### config.mk
export PLATFORM = sky130hd
export DESIGN_NAME = sidechain_duck_envelope_top
export DESIGN_NICKNAME = d
export VERILOG_FILES = /design/src/hw/rtl/sduck_pkg.sv /design/src/hw/rtl/sidechain_duck_envelope_top.sv /design/src/hw/rtl/sduck_fifo.sv /design/src/hw/rtl/sduck_div.sv
export SDC_FILE = /design/constraint.sdc
export NUM_CORES = 2
export LEC_CHECK = 0
export BUFFER_PORTS_ARGS = -buffer_cell sky130_fd_sc_hd__buf_2
export CORE_AREA = 10 10 273 275
export CTS_CLUSTER_SIZE = 12
export DETAILED_ROUTE_END_ITERATION = 8
export DIE_AREA = 0 0 283 285
export PLACE_DENSITY = 0.66
export REMOVE_ABC_BUFFERS = 1
export SLEW_MARGIN = 20
export SYNTH_ARGS = -nofsm -noshare
export SYNTH_HDL_FRONTEND = slang
export SYNTH_SLANG_ARGS = --single-unit
### constraint.sdc
create_clock -name clock -period 26.5 [get_ports clock]
set_input_delay 5.3 -clock clock [delete_from_list [all_inputs] [get_ports clock]]
set_output_delay 5.3 -clock clock [all_outputs]
set_load 0.02 [all_outputs]
### src/hw/rtl/sduck_pkg.sv
// ---------------------------------------------------------------------------
// sduck_pkg
// shared types and constants of the sidechain ducking envelope
// ---------------------------------------------------------------------------
package sduck_pkg;

   localparam int GAIN_W  = 16;
   localparam int STAMP_W = 16;
   localparam int AGE_W   = 18;
   localparam int ATK_W   = 12;
   localparam int PROD_W  = 32;

   localparam logic [GAIN_W-1:0] UNITY   = 16'h8000;
   localparam logic [AGE_W-1:0]  AGE_MAX = 18'h3ffff;

   // divider: quotient bits retired per clock
   localparam int DIV_BITS   = 4;
   localparam int DIV_PASSES = GAIN_W / DIV_BITS;
   localparam int DIV_CNT_W  = $clog2(DIV_PASSES);

   // register indexes of the configuration port
   localparam int CSR_INDEX_W = 8;
   localparam logic [CSR_INDEX_W-1:0] REG_ATTACK_LEN  = 8'd0;
   localparam logic [CSR_INDEX_W-1:0] REG_HOLD_LEN    = 8'd1;
   localparam logic [CSR_INDEX_W-1:0] REG_RELEASE_LEN = 8'd2;
   localparam logic [CSR_INDEX_W-1:0] REG_MIN_GAIN    = 8'd3;

   localparam logic [ATK_W-1:0]  ATTACK_LEN_RST  = 12'd96;
   localparam logic [15:0]       HOLD_LEN_RST    = 16'd480;
   localparam logic [15:0]       RELEASE_LEN_RST = 16'd7200;
   localparam logic [GAIN_W-1:0] MIN_GAIN_RST    = 16'd14636;

   typedef struct packed {
      logic push;
      logic pop;
   } fifo_ctrl_type;

endpackage

### src/hw/rtl/sidechain_duck_envelope_top.sv
// ---------------------------------------------------------------------------
// sidechain_duck_envelope_top
// attack / hold / release ducking gain, one item per audio sample
// ---------------------------------------------------------------------------
// One request item per audio sample carries the onset flag; one response item
// carries the Q1.15 duck gain and a flag for an onset lost to a full pending
// queue. A small sequencer works each item: it retires every pending onset that
// is through its attack, then runs up to two envelope points (the lead envelope
// and the oldest pending onset) through one shared 16x16 multiplier and one
// divider that retires 4 quotient bits per clock. An item ends only once the
// previous response has been taken. The request side is not ready while an
// item is at work. The response sits in an output register, so the next item
// is taken while it waits. Configuration writes are taken at any time and
// belong between items.
// ---------------------------------------------------------------------------
module sidechain_duck_envelope_top #(
   parameter int PENDING_DEPTH = 8
) (
   input  logic        clock,
   input  logic        reset,
   input  logic        req_tvalid,
   output logic        req_tready,
   input  logic [7:0]  req_tdata,    // [0] onset, [7:1] zero
   output logic        rsp_tvalid,
   input  logic        rsp_tready,
   output logic [23:0] rsp_tdata,    // [15:0] gain, [16] onset_dropped, [23:17] zero
   input  logic        csr_valid,
   output logic        csr_ready,
   input  logic [sduck_pkg::CSR_INDEX_W-1:0] csr_index,
   input  logic [15:0] csr_data
);

   localparam int CNT_W = $clog2(PENDING_DEPTH+1);
   localparam int AW    = sduck_pkg::AGE_W;
   localparam int GW    = sduck_pkg::GAIN_W;

   localparam logic [3:0] S_IDLE   = 4'd0;
   localparam logic [3:0] S_CHECK  = 4'd1;
   localparam logic [3:0] S_BUBBLE = 4'd2;
   localparam logic [3:0] S_PUSH   = 4'd3;
   localparam logic [3:0] S_SEL    = 4'd4;
   localparam logic [3:0] S_SEG1   = 4'd5;
   localparam logic [3:0] S_SEG2   = 4'd6;
   localparam logic [3:0] S_MUL    = 4'd7;
   localparam logic [3:0] S_DSTART = 4'd8;
   localparam logic [3:0] S_DWAIT  = 4'd9;
   localparam logic [3:0] S_FIN    = 4'd10;
   localparam logic [3:0] S_OUT    = 4'd11;

   // configuration
   logic [sduck_pkg::ATK_W-1:0] attack_len_ff;
   logic [15:0]                 hold_len_ff;
   logic [15:0]                 release_len_ff;
   logic [GW-1:0]               min_gain_ff;

   // sequencer and envelope state
   logic [3:0]                    state_ff, state_in;
   logic                          onset_ff, onset_in;
   logic                          dropped_ff, dropped_in;
   logic [sduck_pkg::STAMP_W-1:0] sample_clock_ff, sample_clock_in;
   logic [AW-1:0]                 lead_age_ff, lead_age_in;
   logic                          lead_valid_ff, lead_valid_in;
   logic                          lead_todo_ff, lead_todo_in;
   logic                          head_todo_ff, head_todo_in;
   logic [sduck_pkg::STAMP_W-1:0] head_age_ff, head_age_in;
   logic [AW-1:0]                 age_ff, age_in;
   logic [AW-1:0]                 seg_rem_ff, seg_rem_in;
   logic                          is_attack_ff, is_attack_in;
   logic [GW-1:0]                 num_ff, num_in;
   logic [sduck_pkg::PROD_W-1:0]  prod_ff, prod_in;
   logic [GW-1:0]                 gain_ff, gain_in;
   logic                          rsp_valid_ff, rsp_valid_in;
   logic [GW-1:0]                 rsp_gain_ff, rsp_gain_in;
   logic                          rsp_dropped_ff, rsp_dropped_in;

   sduck_pkg::fifo_ctrl_type      fifo_ctrl;
   logic [sduck_pkg::STAMP_W-1:0] head_stamp;
   logic [CNT_W-1:0]              fifo_count;

   logic                          div_start;
   logic [GW-1:0]                 div_divisor;
   logic [GW-1:0]                 div_quot;
   logic                          div_done;

   logic [sduck_pkg::ATK_W-1:0]   atk_eff;
   logic [15:0]                   rel_eff;
   logic [GW-1:0]                 depth_d;
   logic [sduck_pkg::STAMP_W-1:0] head_age_now;
   logic [AW-1:0]                 rel_off;
   logic [GW-1:0]                 env_val;

   sduck_fifo #(
      .DEPTH(PENDING_DEPTH)
   ) u_fifo (
      .clock      (clock),
      .reset      (reset),
      .ctrl       (fifo_ctrl),
      .wr_stamp   (sample_clock_ff),
      .head_stamp (head_stamp),
      .count      (fifo_count)
   );

   sduck_div u_div (
      .clock    (clock),
      .reset    (reset),
      .start    (div_start),
      .dividend (prod_ff),
      .divisor  (div_divisor),
      .quotient (div_quot),
      .done     (div_done)
   );

   // zero lengths act as one
   assign atk_eff      = (attack_len_ff == '0) ? 12'd1 : attack_len_ff;
   assign rel_eff      = (release_len_ff == '0) ? 16'd1 : release_len_ff;
   assign depth_d      = sduck_pkg::UNITY - min_gain_ff;
   assign head_age_now = sample_clock_ff - head_stamp;
   assign rel_off      = seg_rem_ff - {2'b00, hold_len_ff};
   assign div_divisor  = is_attack_ff ? {4'b0000, atk_eff} : rel_eff;
   assign env_val      = is_attack_ff ? sduck_pkg::UNITY - div_quot : min_gain_ff + div_quot;

   assign req_tready = (state_ff == S_IDLE);
   assign csr_ready  = 1'b1;
   assign rsp_tvalid = rsp_valid_ff;
   assign rsp_tdata  = {7'b0000000, rsp_dropped_ff, rsp_gain_ff};

   always_comb begin
      state_in        = state_ff;
      onset_in        = onset_ff;
      dropped_in      = dropped_ff;
      sample_clock_in = sample_clock_ff;
      lead_age_in     = lead_age_ff;
      lead_valid_in   = lead_valid_ff;
      lead_todo_in    = lead_todo_ff;
      head_todo_in    = head_todo_ff;
      head_age_in     = head_age_ff;
      age_in          = age_ff;
      seg_rem_in      = seg_rem_ff;
      is_attack_in    = is_attack_ff;
      num_in          = num_ff;
      prod_in         = prod_ff;
      gain_in         = gain_ff;
      rsp_valid_in    = rsp_valid_ff & ~rsp_tready;
      rsp_gain_in     = rsp_gain_ff;
      rsp_dropped_in  = rsp_dropped_ff;
      fifo_ctrl       = '0;
      div_start       = 1'b0;

      case (state_ff)
         S_IDLE: begin
            if (req_tvalid) begin
               onset_in   = req_tdata[0];
               dropped_in = 1'b0;
               state_in   = S_CHECK;
            end
         end
         S_CHECK: begin
            // retire the head once its attack is over; it becomes the lead
            if (fifo_count != '0 && head_age_now >= {4'b0000, atk_eff}) begin
               fifo_ctrl.pop = 1'b1;
               lead_age_in   = {2'b00, head_age_now};
               lead_valid_in = 1'b1;
               state_in      = S_BUBBLE;
            end else begin
               head_age_in  = head_age_now;
               head_todo_in = (fifo_count != '0);
               state_in     = S_PUSH;
            end
         end
         S_BUBBLE: begin
            state_in = S_CHECK;
         end
         S_PUSH: begin
            if (onset_ff) begin
               if (fifo_count < CNT_W'(PENDING_DEPTH)) begin
                  fifo_ctrl.push = 1'b1;
               end else begin
                  dropped_in = 1'b1;
               end
            end
            // oldest pending onset is the deepest one, all of them in attack
            gain_in      = sduck_pkg::UNITY;
            lead_todo_in = lead_valid_ff & ~min_gain_ff[GW-1];
            head_todo_in = head_todo_ff & ~min_gain_ff[GW-1];
            state_in     = S_SEL;
         end
         S_SEL: begin
            if (lead_todo_ff) begin
               lead_todo_in = 1'b0;
               age_in       = lead_age_ff;
               state_in     = S_SEG1;
            end else if (head_todo_ff) begin
               head_todo_in = 1'b0;
               age_in       = {2'b00, head_age_ff};
               state_in     = S_SEG1;
            end else begin
               state_in = S_OUT;
            end
         end
         S_SEG1: begin
            if (age_ff < {6'd0, atk_eff}) begin
               is_attack_in = 1'b1;
               num_in       = age_ff[GW-1:0];
               state_in     = S_MUL;
            end else begin
               seg_rem_in = age_ff - {6'd0, atk_eff};
               state_in   = S_SEG2;
            end
         end
         S_SEG2: begin
            if (seg_rem_ff < {2'b00, hold_len_ff}) begin
               if (min_gain_ff < gain_ff) begin
                  gain_in = min_gain_ff;
               end
               state_in = S_SEL;
            end else if (rel_off < {2'b00, rel_eff}) begin
               is_attack_in = 1'b0;
               num_in       = rel_off[GW-1:0];
               state_in     = S_MUL;
            end else begin
               state_in = S_SEL;
            end
         end
         S_MUL: begin
            prod_in  = depth_d * num_ff;
            state_in = S_DSTART;
         end
         S_DSTART: begin
            div_start = 1'b1;
            state_in  = S_DWAIT;
         end
         S_DWAIT: begin
            if (div_done) begin
               state_in = S_FIN;
            end
         end
         S_FIN: begin
            if (env_val < gain_ff) begin
               gain_in = env_val;
            end
            state_in = S_SEL;
         end
         S_OUT: begin
            if (!rsp_valid_ff || rsp_tready) begin
               rsp_valid_in    = 1'b1;
               rsp_gain_in     = gain_ff;
               rsp_dropped_in  = dropped_ff;
               sample_clock_in = sample_clock_ff + 1'b1;
               if (lead_valid_ff && lead_age_ff != sduck_pkg::AGE_MAX) begin
                  lead_age_in = lead_age_ff + 1'b1;
               end
               state_in = S_IDLE;
            end
         end
         default: begin
            state_in = S_IDLE;
         end
      endcase
   end

   always_ff @(posedge clock) begin
      if (reset) begin
         state_ff        <= S_IDLE;
         sample_clock_ff <= '0;
         lead_age_ff     <= '0;
         lead_valid_ff   <= 1'b0;
         lead_todo_ff    <= 1'b0;
         head_todo_ff    <= 1'b0;
         rsp_valid_ff    <= 1'b0;
      end else begin
         state_ff        <= state_in;
         sample_clock_ff <= sample_clock_in;
         lead_age_ff     <= lead_age_in;
         lead_valid_ff   <= lead_valid_in;
         lead_todo_ff    <= lead_todo_in;
         head_todo_ff    <= head_todo_in;
         rsp_valid_ff    <= rsp_valid_in;
      end
   end

   always_ff @(posedge clock) begin
      onset_ff       <= onset_in;
      dropped_ff     <= dropped_in;
      head_age_ff    <= head_age_in;
      age_ff         <= age_in;
      seg_rem_ff     <= seg_rem_in;
      is_attack_ff   <= is_attack_in;
      num_ff         <= num_in;
      prod_ff        <= prod_in;
      gain_ff        <= gain_in;
      rsp_gain_ff    <= rsp_gain_in;
      rsp_dropped_ff <= rsp_dropped_in;
   end

   always_ff @(posedge clock) begin
      if (reset) begin
         attack_len_ff  <= sduck_pkg::ATTACK_LEN_RST;
         hold_len_ff    <= sduck_pkg::HOLD_LEN_RST;
         release_len_ff <= sduck_pkg::RELEASE_LEN_RST;
         min_gain_ff    <= sduck_pkg::MIN_GAIN_RST;
      end else if (csr_valid) begin
         case (csr_index)
            sduck_pkg::REG_ATTACK_LEN:  attack_len_ff  <= csr_data[sduck_pkg::ATK_W-1:0];
            sduck_pkg::REG_HOLD_LEN:    hold_len_ff    <= csr_data;
            sduck_pkg::REG_RELEASE_LEN: release_len_ff <= csr_data;
            sduck_pkg::REG_MIN_GAIN:    min_gain_ff    <= csr_data;
            default: begin
            end
         endcase
      end
   end

endmodule

### src/hw/rtl/sduck_fifo.sv
// ---------------------------------------------------------------------------
// sduck_fifo
// pending onset stamps in attack, oldest first, registered head read
// ---------------------------------------------------------------------------
module sduck_fifo #(
   parameter int DEPTH = 8
) (
   input  logic                            clock,
   input  logic                            reset,
   input  sduck_pkg::fifo_ctrl_type        ctrl,
   input  logic [sduck_pkg::STAMP_W-1:0]   wr_stamp,
   output logic [sduck_pkg::STAMP_W-1:0]   head_stamp,
   output logic [$clog2(DEPTH+1)-1:0]      count
);

   localparam int PTR_W = (DEPTH > 1) ? $clog2(DEPTH) : 1;
   localparam int CNT_W = $clog2(DEPTH+1);
   localparam logic [PTR_W-1:0] PTR_LAST = PTR_W'(DEPTH-1);

   logic [sduck_pkg::STAMP_W-1:0] mem [DEPTH];
   logic [PTR_W-1:0] rd_ptr_ff, rd_ptr_in;
   logic [PTR_W-1:0] wr_ptr_ff, wr_ptr_in;
   logic [CNT_W-1:0] count_ff, count_in;
   logic [sduck_pkg::STAMP_W-1:0] head_ff;

   always_comb begin
      rd_ptr_in = rd_ptr_ff;
      wr_ptr_in = wr_ptr_ff;
      count_in  = count_ff;
      if (ctrl.pop) begin
         rd_ptr_in = (rd_ptr_ff == PTR_LAST) ? '0 : rd_ptr_ff + 1'b1;
         count_in  = count_ff - 1'b1;
      end else if (ctrl.push) begin
         wr_ptr_in = (wr_ptr_ff == PTR_LAST) ? '0 : wr_ptr_ff + 1'b1;
         count_in  = count_ff + 1'b1;
      end
   end

   always_ff @(posedge clock) begin
      if (reset) begin
         rd_ptr_ff <= '0;
         wr_ptr_ff <= '0;
         count_ff  <= '0;
      end else begin
         rd_ptr_ff <= rd_ptr_in;
         wr_ptr_ff <= wr_ptr_in;
         count_ff  <= count_in;
      end
   end

   always_ff @(posedge clock) begin
      if (ctrl.push && !ctrl.pop) begin
         mem[wr_ptr_ff] <= wr_stamp;
      end
      head_ff <= mem[rd_ptr_ff];
   end

   assign head_stamp = head_ff;
   assign count      = count_ff;

endmodule

### src/hw/rtl/sduck_div.sv
// ---------------------------------------------------------------------------
// sduck_div
// iterative restoring divider, a few quotient bits per clock
// ---------------------------------------------------------------------------
module sduck_div (
   input  logic                           clock,
   input  logic                           reset,
   input  logic                           start,
   input  logic [sduck_pkg::PROD_W-1:0]   dividend,
   input  logic [sduck_pkg::GAIN_W-1:0]   divisor,
   output logic [sduck_pkg::GAIN_W-1:0]   quotient,
   output logic                           done
);

   localparam int W = sduck_pkg::GAIN_W;

   // dividend upper half is below the divisor, so the quotient fits W bits
   logic [W-1:0] rem_ff, rem_in;
   logic [W-1:0] low_ff, low_in;
   logic [W-1:0] quot_ff, quot_in;
   logic [W-1:0] dvs_ff, dvs_in;
   logic [sduck_pkg::DIV_CNT_W-1:0] pass_ff, pass_in;
   logic busy_ff, busy_in;
   logic done_ff, done_in;

   always_comb begin
      logic [W:0]   trial;
      logic [W-1:0] r;
      logic [W-1:0] lw;
      logic [sduck_pkg::DIV_BITS-1:0] qb;
      r     = rem_ff;
      lw    = low_ff;
      qb    = '0;
      trial = '0;
      for (int i = 0; i < sduck_pkg::DIV_BITS; i++) begin
         trial = {r, lw[W-1]};
         lw    = {lw[W-2:0], 1'b0};
         if (trial >= {1'b0, dvs_ff}) begin
            r                            = W'(trial - {1'b0, dvs_ff});
            qb[sduck_pkg::DIV_BITS-1-i]  = 1'b1;
         end else begin
            r = trial[W-1:0];
         end
      end

      rem_in  = rem_ff;
      low_in  = low_ff;
      quot_in = quot_ff;
      dvs_in  = dvs_ff;
      pass_in = pass_ff;
      busy_in = busy_ff;
      done_in = done_ff;
      if (start) begin
         rem_in  = dividend[2*W-1:W];
         low_in  = dividend[W-1:0];
         dvs_in  = divisor;
         quot_in = '0;
         pass_in = '0;
         busy_in = 1'b1;
         done_in = 1'b0;
      end else if (busy_ff) begin
         rem_in  = r;
         low_in  = lw;
         quot_in = {quot_ff[W-sduck_pkg::DIV_BITS-1:0], qb};
         pass_in = pass_ff + 1'b1;
         if (pass_ff == sduck_pkg::DIV_CNT_W'(sduck_pkg::DIV_PASSES-1)) begin
            busy_in = 1'b0;
            done_in = 1'b1;
         end
      end
   end

   always_ff @(posedge clock) begin
      if (reset) begin
         busy_ff <= 1'b0;
         done_ff <= 1'b0;
         pass_ff <= '0;
      end else begin
         busy_ff <= busy_in;
         done_ff <= done_in;
         pass_ff <= pass_in;
      end
   end

   always_ff @(posedge clock) begin
      rem_ff  <= rem_in;
      low_ff  <= low_in;
      quot_ff <= quot_in;
      dvs_ff  <= dvs_in;
   end

   assign quotient = quot_ff;
   assign done     = done_ff;

endmodule

==> metrics.cfg <==
[floorplan]
start_util_pct=49.47
io_pins=64
num_rows=97
dieArea_sq_um=80660
dieHeight_um=285
core-area_sq_um=69300
die_x_um=283

[power]
pwr-share-seq_pct=21.4
power_mw=4.694
power.density_nw_per_um2=126.2
ir_drop_uv=282.3
combPwrFrac_pct=64.1
p_leak_nw=15.68
power_frac_clock_pct=14.5
swShare_pct=42.82
p_int_mw=2.684
p_switching_mw=2.010

[cells_and_area]
final_nets=3984
finish.utilization_pct=53.67
syn_to_final_growth_pct=8.485
layout-drive-gt1-share_pct=8.820

[logic_synthesis]
ys_top_cells_by_area=edfxtp_1, fa_1, ha_1, dfxtp_1, nand2_1
synthArstFlopShare_pct=0
syn_inst=3428
synth_edf_count=312
avgSynthCellArea_sq_um=10.00
yosysTopAreaCell=edfxtp_1
ys_types=91
yosysWarnings=0
syn_area_sq_um=34280
ys_ff_latch=460
synth_ff_type=edfxtp_1
synth_top_area_share_pct=27.33
ys_seq_area_share_pct=35.97

[drt]
drt-vias-per-instance=5.593
drt_iter0_drc=1845
firstDrtPassIters=7
vias=24790
drc_errors=0
ant_nets=0
routed_wl_mm=85.62
wl_per_cell_um=19.31

[clocking]
postCtsSetupRepairBufs=0
cts_tree=built
clk_latency_ps=620
htreeDepth=2
cts-root-buf=clkbuf_16
cts_num_sinks=460
ctsHoldBuffers=0
cts_buffer_depth=3
clkSlewWorstSetupHoldPaths_ps=60
cts_resized=0
numCtsBuffers=50

[worst_setup_path]
cpMaxStageDelayCell=nor3_4
r2r_slack_ps=14470
path_max_fanout=20
arrival_ps=12360
cp-end-kind=flop
cpPeakStageDelay_ps=760
crit_required_ps=26830
cp-start-kind=flop
path_class=reg2reg

[timing]
tightest_slew_ps=1083
tns_ps=0
max_slew_margin_pct=27.75
finalCritPeriodShare_pct=45.40
maxSlewViolCount=0
rsz0062_at_grt=false
finClkSkew_ps=52.07
hold_ws_ps=430.7
fmax_mhz=83.12
finalSetupViolCount=0
fin_crit_ps=12030
timing_hold_violations_final=0

[global_routing]
first_global_vias=24700
grt_pass1_wl_mm=137.5
antenna_found_initial=3
grt_max_degree=60
track_usage_pct=21.11
overflow=0

[place]
globalplace.congestion=0.9009
port_buffers=48
place_hpwl_mm=64.20

[outcome]
status=finished, final reports clean

[hold_path]
min_path_type=reg2reg

[run]
drv_cap=0

## critical path, delay by kind of cell (launching register included)
family | cells | cell delay (ps)
AND/OR/NAND/NOR | 11 | 2620
buffers and inverters | 4 | 800
multiplexers | 3 | 870
AO/OA/AOI/OAI | 20 | 5710
adder cells (fa/ha/maj) | 4 | 1270
flip-flops | 1 | 490
## metrics by stage
step | area, sq um | cells | setup WS, ps
after floorplan | 33760 | 3311 | 15460
after global placement | 35590 | 4338 | 14950
after detailed placement | 35590 | 4338 | 14810
after CTS | 37190 | 4432 | 14630
after global routing | 37190 | 4433 | 13440
final | 37190 | 4433 | 14470
## layout by cell type (no fill, tap or decap), drive strengths merged, types with 20 or more instances in the layout
| cell | n |
|---|---|
| edfxtp | 312 |
| xor2 | 64 |
| xnor2 | 101 |
| nand3 | 49 |
| and2 | 114 |
| a211oi | 27 |
| nor3 | 67 |
| fa | 203 |
| mux2 | 69 |
| clkbuf | 71 |
| a21o | 49 |
| a22o | 20 |
| inv | 385 |
| ha | 294 |
| buf | 87 |
| o21a | 29 |
| nand2 | 409 |
| nor4 | 24 |
| o21ai | 119 |
| a21oi | 193 |
| mux2i | 60 |
| dfxtp | 148 |
| nor2 | 243 |
| nand2b | 42 |
| nor2b | 29 |
| mux4 | 32 |
| and3 | 29 |
## power groups by stage
| stage | registers [mW] | logic [mW] | clock network, mW |
|---|---|---|---|
| 2_1_floorplan | 0.997 | 2.35 | 0 |
| 3_3_place_gp | 1.02 | 2.90 | 0 |
| 3_5_place_dp | 1.02 | 2.95 | 0 |
| 4_1_cts | 1.01 | 2.97 | 0.694 |
| 5_1_grt | 1.01 | 3.31 | 0.725 |
| 6_report | 1.01 | 3.01 | 0.681 |
## registers in the layout, indices dropped and copies added, names as in the netlist, 18 cells and up
register     cells
u_fifo.mem     128
prod_ff         32
age_ff          18
lead_age_ff     18
seg_rem_ff      18
## kinds of logic (layout without fill, tap and decap cells)
family	count (synthesis)	in the layout	share of synthesized area (%)
flip-flops	460	460	35.97
AO/OA/AOI/OAI	560	560	10.53
adder cells (fa/ha/maj)	497	497	22.58
buffers and inverters	508	566	5.810
AND/OR/NAND/NOR	1075	1075	14.68
other	2	9	0.02191
multiplexers	161	161	6.197
XOR/XNOR	165	165	4.215
## cell type report
class                   instances  area, sq um
well taps                     940         1176
flip-flops and latches        460        12330
multi-input cells            2466        20100
inverters                     385         1445
diodes                          1        2.502
fillers                      6214        32110
repair buffers                 87        535.5
clock inverters                23        227.7
clock buffers                  71         1370
## synthesized netlist by cell type, types with 49 or more instances
library cell / number
mux2_2: 63
and2_1: 113
dfxtp_1: 148
ha_1: 294
nor3_1: 66
edfxtp_1: 312
xnor2_1: 101
mux2i_1: 59
xor2_1: 64
clkbuf_1: 92
o21ai_0: 114
nand3_1: 49
nand2_1: 409
a21oi_1: 193
a21o_1: 49
fa_1: 203
nor2_1: 242
inv_1: 383
## path summary, 6_finish.rpt
| check | to | start | cells after the start |
|---|---|---|---|
| worst max-delay path | u_div.rem_ff[0] | u_div.dvs_ff[1] | 42 |
| worst min-delay path | rsp_dropped_ff | dropped_ff | 0 |
| worst max register to register | u_div.rem_ff[0] | u_div.dvs_ff[1] | 42 |
| worst min register to register | rsp_dropped_ff | dropped_ff | 0 |
## routing by layer
| metal | vias up | global-route usage [%] | share of wire, % |
|---|---|---|---|
| met5 | - | 0 | 0 |
| met4 | 0 | 6.204 | 2.7 |
| met3 | 148 | 2.489 | 5.3 |
| met2 | 670 | 34.12 | 46 |
| met1 | 12150 | 29.53 | 46 |
| li1 | 11830 | - | - |
(Power assumes the default switching activity.)
